`src/rtl/mrc_pkg.sv`:
```
`timescale 1ns / 1ps

package mrc_pkg;

    // memory depth, a power of two so that addresses wrap by masking
    localparam int MEM_WORDS_DEF = 1024;

    localparam int IN_DATA_W  = 48;
    localparam int OUT_DATA_W = 96;

    localparam logic [5:0] OP_RTYPE = 6'h00;
    localparam logic [5:0] OP_LW    = 6'h23;
    localparam logic [5:0] OP_SW    = 6'h2b;
    localparam logic [5:0] OP_BEQ   = 6'h04;
    localparam logic [5:0] OP_J     = 6'h02;

    localparam logic [5:0] FN_ADD = 6'h20;
    localparam logic [5:0] FN_SUB = 6'h22;
    localparam logic [5:0] FN_AND = 6'h24;
    localparam logic [5:0] FN_OR  = 6'h25;
    localparam logic [5:0] FN_SLT = 6'h2a;

    typedef enum logic [9:0] {
        ST_FETCH  = 10'b00_0000_0001,
        ST_DECODE = 10'b00_0000_0010,
        ST_ADDR   = 10'b00_0000_0100,
        ST_MEMRD  = 10'b00_0000_1000,
        ST_LWB    = 10'b00_0001_0000,
        ST_MEMWR  = 10'b00_0010_0000,
        ST_EXEC   = 10'b00_0100_0000,
        ST_RWB    = 10'b00_1000_0000,
        ST_BRANCH = 10'b01_0000_0000,
        ST_JUMP   = 10'b10_0000_0000
    } state_t;

    // architectural registers seen by the access stage
    typedef struct packed {
        state_t      fsm;
        logic        halt;
        logic [31:0] ir;
        logic [31:0] mdr;
        logic [31:0] opb;
        logic [31:0] alu;
    } arch_t;

    function automatic logic [3:0] state_num(input state_t s);
        logic [3:0] n;
        case (s)
            ST_FETCH:  n = 4'd0;
            ST_DECODE: n = 4'd1;
            ST_ADDR:   n = 4'd2;
            ST_MEMRD:  n = 4'd3;
            ST_LWB:    n = 4'd4;
            ST_MEMWR:  n = 4'd5;
            ST_EXEC:   n = 4'd6;
            ST_RWB:    n = 4'd7;
            ST_BRANCH: n = 4'd8;
            ST_JUMP:   n = 4'd9;
            default:   n = 4'd0;
        endcase
        return n;
    endfunction

    function automatic logic [31:0] sext16(input logic [31:0] ir);
        return {{16{ir[15]}}, ir[15:0]};
    endfunction

    function automatic logic [31:0] alu_func(input logic [31:0] a, input logic [31:0] b,
                                             input logic [5:0] funct);
        logic [31:0] r;
        case (funct)
            FN_ADD:  r = a + b;
            FN_SUB:  r = a - b;
            FN_AND:  r = a & b;
            FN_OR:   r = a | b;
            FN_SLT:  r = ($signed(a) < $signed(b)) ? 32'd1 : 32'd0;
            default: r = 32'd0;
        endcase
        return r;
    endfunction

endpackage

```
`src/rtl/mrc_datapath.sv`:
```
`timescale 1ns / 1ps

module mrc_datapath #(
    parameter int ADDR_W = 10
) (
    input  logic               aclk,
    input  logic               aresetn,
    input  logic               commit,
    input  logic               active,
    input  logic [31:0]        mem_rdata,
    input  logic [31:0]        rf_a,
    input  logic [31:0]        rf_b,
    output mrc_pkg::arch_t     eff,
    output logic [ADDR_W-1:0]  eff_pc
);

    import mrc_pkg::*;

    arch_t             arch_reg;
    arch_t             arch_next;
    logic [ADDR_W-1:0] pc_reg;
    logic [ADDR_W-1:0] pc_next;
    logic [31:0]       opa_reg;
    logic [31:0]       opa_next;
    logic [5:0]        op;
    logic [31:0]       pc_ext;

    assign op     = arch_reg.ir[31:26];
    assign pc_ext = {{(32 - ADDR_W){1'b0}}, pc_reg};

    always_comb begin
        arch_next = arch_reg;
        pc_next   = pc_reg;
        opa_next  = opa_reg;
        if (active) begin
            case (arch_reg.fsm)
                ST_FETCH: begin
                    arch_next.ir  = mem_rdata;
                    arch_next.mdr = mem_rdata;
                    pc_next       = pc_reg + 1'b1;
                    if (mem_rdata == 32'd0) begin
                        arch_next.halt = 1'b1;
                        arch_next.fsm  = ST_FETCH;
                    end else begin
                        arch_next.fsm  = ST_DECODE;
                    end
                end
                ST_DECODE: begin
                    opa_next      = rf_a;
                    arch_next.opb = rf_b;
                    arch_next.alu = pc_ext + sext16(arch_reg.ir);
                    if (op == OP_RTYPE) begin
                        arch_next.fsm = ST_EXEC;
                    end else if (op == OP_LW || op == OP_SW) begin
                        arch_next.fsm = ST_ADDR;
                    end else if (op == OP_BEQ) begin
                        arch_next.fsm = ST_BRANCH;
                    end else if (op == OP_J) begin
                        arch_next.fsm = ST_JUMP;
                    end else begin
                        arch_next.fsm = ST_FETCH;
                    end
                end
                ST_ADDR: begin
                    arch_next.alu = opa_reg + sext16(arch_reg.ir);
                    arch_next.fsm = (op == OP_LW) ? ST_MEMRD : ST_MEMWR;
                end
                ST_MEMRD: begin
                    arch_next.mdr = mem_rdata;
                    arch_next.fsm = ST_LWB;
                end
                ST_EXEC: begin
                    arch_next.alu = alu_func(opa_reg, arch_reg.opb, arch_reg.ir[5:0]);
                    arch_next.fsm = ST_RWB;
                end
                ST_BRANCH: begin
                    if (opa_reg == arch_reg.opb) begin
                        pc_next = arch_reg.alu[ADDR_W-1:0];
                    end
                    arch_next.fsm = ST_FETCH;
                end
                ST_JUMP: begin
                    pc_next       = arch_reg.ir[ADDR_W-1:0];
                    arch_next.fsm = ST_FETCH;
                end
                // write-back and store states act in the access stage
                default: begin
                    arch_next.fsm = ST_FETCH;
                end
            endcase
        end
    end

    always_ff @(posedge aclk) begin
        if (!aresetn) begin
            arch_reg.fsm  <= ST_FETCH;
            arch_reg.halt <= 1'b0;
            arch_reg.ir   <= '0;
            arch_reg.mdr  <= '0;
            arch_reg.opb  <= '0;
            arch_reg.alu  <= '0;
            pc_reg        <= '0;
            opa_reg       <= '0;
        end else if (commit) begin
            arch_reg <= arch_next;
            pc_reg   <= pc_next;
            opa_reg  <= opa_next;
        end
    end

    // state as the next beat must see it
    assign eff    = commit ? arch_next : arch_reg;
    assign eff_pc = commit ? pc_next : pc_reg;

endmodule

```
`config.mk`:
```
export PLATFORM = sky130hd
export DESIGN_NAME = mrc_datapath
export DESIGN_NICKNAME = d
export VERILOG_FILES = /design/src/rtl/mrc_pkg.sv /design/src/rtl/mrc_datapath.sv
export SDC_FILE = /design/constraint.sdc
export NUM_CORES = 1
export LEC_CHECK = 0
export BUFFER_PORTS_ARGS = -buffer_cell sky130_fd_sc_hd__buf_2
export CORE_MARGIN = 2
export CORE_UTILIZATION = 45
export CTS_CLUSTER_SIZE = 28
export DETAILED_ROUTE_END_ITERATION = 8
export PLACE_DENSITY_LB_ADDON = 0.25
export SKIP_CTS_REPAIR_TIMING = 1
export SLEW_MARGIN = 10
export SYNTH_ARGS = -nofsm -noshare
export SYNTH_HDL_FRONTEND = slang
export SYNTH_SLANG_ARGS = --single-unit
```
`constraint.sdc`:
```
create_clock -name aclk -period 4.5 [get_ports aclk]
set_clock_uncertainty 0.05 [all_clocks]
set_input_delay 0.45 -clock aclk [delete_from_list [all_inputs] [get_ports aclk]]
set_output_delay 0.45 -clock aclk [all_outputs]
set_load 0.03 [all_outputs]
```
Word-level counts from Yosys, hierarchy flattened
Cells that the tools add are included.
{"block": "totals", "word_cells": 58, "inputBits": 100, "ff_bits": 181}
{"block": "op_classes", "eq_ne": 17, "n_addsub": 5, "bitwise": 2, "n_reduce_logical": 5, "order_cmp": 1, "mux": 20}
{"op": "$mux W139", "count": 2}
{"op": "$pmux W32 S5", "count": 1}
{"op": "$pmux W32 S3", "count": 1}
{"op": "$mux W10", "count": 7}
{"op": "$add A32 B32 Y32", "count": 2}
{"op": "$mux W32", "count": 2}
{"op": "$pmux W10 S5", "count": 1}
{"op": "$eq A6 B6 Y1 const B", "count": 7}
{"op": "$mux W33", "count": 1}
{"op": "$and A32 B32 Y32", "count": 1}
{"op": "$eq A32 B32 Y1", "count": 1}
{"op": "$logic_not A32 Y1", "count": 1}
{"op": "$lt A32 B32 Y1", "count": 1}
{"op": "$or A32 B32 Y32", "count": 1}
{"op": "$sub A32 B32 Y32", "count": 1}
{"op": "$pmux W10 S3", "count": 1}
{"op": "$add A11 B16 Y17", "count": 1}
{"op": "$add A10 B1 Y10 const B", "count": 1}
{"op": "$eq A10 B1 Y1 const B", "count": 1}
{"op": "$eq A10 B10 Y1 const B", "count": 1}
{"op": "$eq A10 B2 Y1 const B", "count": 1}
{"op": "$eq A10 B3 Y1 const B", "count": 1}
{"op": "$eq A10 B4 Y1 const B", "count": 1}
{"op": "$eq A10 B7 Y1 const B", "count": 1}
{"op": "other kinds (10)", "count": 11}

Depth between registers and ports, before layout
{"block": "depth", "word_depth": 8, "mapped_depth": 13, "depth_no_buf": 13}

Least setup slack after synthesis
OpenSTA, ideal clock, no wires.
{"block": "synth_path", "path_kind": "register to output", "start": "register opa_reg[0]", "end": "output port eff[0] (netlist bit)", "arrival_time_ns": 3.061, "path_slack_ns": 0.939, "path_stages_with_launch": 14, "required_time_ns": 4.000, "path_cell_list": "dfxtp_1 -> inv_1 -> ha_1 -> inv_1 -> fa_1 -> nor3b_1 -> o31ai_1 -> nand3_1 -> a31oi_2 -> a21oi_1 -> o21ai_0 -> o2111ai_1 -> a31o_2 -> a31oi_1"}
{"element": "start: declaration", "line": "mrc_datapath.sv:23", "source": "logic [31:0] opa_reg;"}
{"element": "start signal: assignment", "line": "mrc_datapath.sv:107", "source": "opa_reg <= opa_next;"}
{"element": "end: declaration", "line": "mrc_datapath.sv:13", "source": "output mrc_pkg::arch_t eff,"}

Worst setup path after layout
{"block": "layout_path", "start": "register opa_reg[15]", "end": "output port eff_pc[9]"}
{"block": "layout_between", "elab_chain_len": 5}
{"element": "$eq A32 B32 Y1", "line": "mrc_datapath.sv:77", "source": "if (opa_reg == arch_reg.opb) begin"}
{"element": "$mux W10", "line": "mrc_datapath.sv:77"}
{"element": "$pmux W10 S3", "line": "mrc_datapath.sv:36", "source": "case (arch_reg.fsm)"}
{"element": "$mux W10", "line": "mrc_datapath.sv:35", "source": "if (active) begin"}
{"element": "$mux W10"}
{"element": "end: declaration", "line": "mrc_datapath.sv:14", "source": "output logic [ADDR_W-1:0] eff_pc"}
No other way between the ends.

==> flow_summary.ini <==
[outcome]
status = completed

[detailed_routing]
drt_pre_antenna_iters = 6
final_antenna_net_count = 0
drc_errors = 0
num_vias = 15844
wl_um = 56100
drtIter0Drc = 1207
wire_per_inst_um = 20.9
vias_per_cell = 5.90

[clock_tree]
clk_pin_slew_ps = 80
cts_tree = yes
clock_latency_ps = 470
cts_inserted_buffers = 17
cts.sinks = 181
clk_path_buf_depth = 2
cts_root_buffer = clkbuf_16
htreeDepth = 4

[critical_path]
crit_path_max_fanout = 10
start_kind = flop
crit_required_ps = 4000
reg2reg_to = pc_reg[9]
setup.reg_to_reg.worst_slack_ps = 1080
reg2regPathDepth = 9
criticalPathCategory = flop to output pin
cp-end-kind = output pin
arrival_ps = 3890
reg2reg_from = opa_reg[15]

[synth]
ys_types = 100
synth_area_mm2 = 0.0150
synthFlopType = dfxtp_1
ys_seq_area_frac = 0.241
synth_cells = 2003
ys_seq_elements = 181
yosys_warnings = 0
synthesis.nets = 2245
avgSynthCellArea_um2 = 7.51
synth_edf_count = 0
synthArstFlopShare = 0

[power_and_ir_drop]
power.total_mw = 3.88
vdd_ir_drop_max_uv = 280
pwr_density_cell_mw_per_mm2 = 220
p_leak_nw = 7.77

[sta]
min_period_over_period = 0.976
finalSetupViolCount = 0
finalSetupTns_ps = 0
rsz0062_at_grt = no
slew_viol_final = 0
tightest_slew_ps = 967
layout_setup_ws_ps = 107
hold_viol = 0
period_needed_ps = 4390
whs_ps = 166
fmax_mhz = 228
max_slew_margin = 0.355

[cells_and_area]
fin_cells = 2684
final_util = 0.541
post-route-cell-area_mm2 = 0.0177
layout.nets = 2471
syn2layout_area_growth_pct = 17.6
largest_reg_flops = 139
num-fill-cells = 3310
layout_common_cells = nand2_1, buf_2, dfxtp_1
final_common_cell = nand2_1
diodes = 0
drive_gt1_frac = 0.202

[placed_design]
dp_worst_setup_slack_ps = 414
gp_congestion = 0.995
dp.cells = 2648
postPlaceCellArea_mm2 = 0.0169
dp.final_hpwl_um = 44000
io_buffers = 248

[global_route]
grtUsageTotal = 0.313
grt_antenna_before_repair = 0
overflow = 0
grt_pass1_wl_um = 85800
grt_max_degree = 92
grt_pass1_vias = 15204

[floorplan]
die_area_mm2 = 0.0349
die_w_um = 187
ioPinCount = 249
num_rows = 66
die_y_um = 187
core_mm2 = 0.0327
start_util = 0.460

[hold_path]
hp-class = input pin to flop
holdPathStages = 3
hold_end = opa_reg[26]
min_from = rf_a[26]

[flow_run]
max_cap_violations = 0
## how the worst max path moves through the flow
| stage | startpoint | endpoint | cells after the start |
|---|---|---|---|
| 4_1_cts | opa_reg[16] | eff[23] | 12 |
| 6_report | opa_reg[15] | eff_pc[9] | 9 |
| 5_1_grt | arch_reg[97] | eff[28] | 13 |
| 3_5_place_dp | opa_reg[16] | eff[23] | 12 |
| 3_3_place_gp | opa_reg[0] | eff[0] | 14 |
| 2_1_floorplan | opa_reg[0] | eff[0] | 13 |
## cells in the mapped netlist (16+ instances only)
cell      count  share of area
nand2_1     322          0.080
dfxtp_1     181           0.24
a21oi_1     151          0.050
ha_1        138           0.11
and2_1      134          0.056
o21ai_0     119          0.040
nor2_1      117          0.029
inv_1       105          0.026
clkbuf_1     69          0.017
xnor2_1      43          0.025
nand3_1      38          0.013
a21o_1       35          0.017
nor3_1       34          0.011
mux2_2       33          0.025
buf_2        32          0.011
a211oi_1     25          0.012
nor4_1       25          0.010
xor2_1       24          0.014
o21a_1       20          0.010
o31ai_1      20          0.010
a31oi_1      19         0.0079
o21bai_1     19         0.0095
and3_1       16         0.0067
nor2b_1      16         0.0067
o211ai_1     16         0.0080
## area by class of cell
type                       instances  area [um^2]  area share
clock buffer                      17          425      0.0240
sequential                       181         3630       0.205
inverter                         107          402      0.0227
timing repair buffer             318         1790       0.101
clock inverter                    15          161     0.00912
multi-input combinational       1604        10700       0.607
tap                              442          553      0.0313
## where the power goes
group          switching, mW  leakage (nW)  internal [mW]
Clock                  0.796         0.283          0.743
Sequential            0.0309          1.47           1.64
Combinational          0.446          6.02          0.231
Total                   1.27          7.77           2.61
## worst max-delay path: stages, from the launching register on
cell and delay [ps]:
dfxtp_1 460, inv_1 80, ha_2 360, nor4_2 640, nand4_1 190, nor3_1 350
and2_1 440, a221oi_1 150, o21ai_0 460, buf_2 300
## cell families after synthesis
| logic type | count (synthesis) | synth area share |
|---|---|---|
| DFF | 181 | 0.241 |
| AOI/OAI and AO/OA | 570 | 0.254 |
| xor gates and xnor gates | 67 | 0.0390 |
| and+or+nand+nor | 781 | 0.255 |
| buffers and inverters | 218 | 0.0593 |
| adders and majority gates | 142 | 0.120 |
| muxes | 44 | 0.0320 |
## routing by layer
layer  global-route usage  wire length (um)  part of all wire
met1                0.384             23300              0.42
met2                0.540             26900              0.48
met3               0.0475              3570             0.064
met4                0.140              2330             0.041
met5                    0                 0                 0
Note: power is estimated with default switching activity, not from simulation.
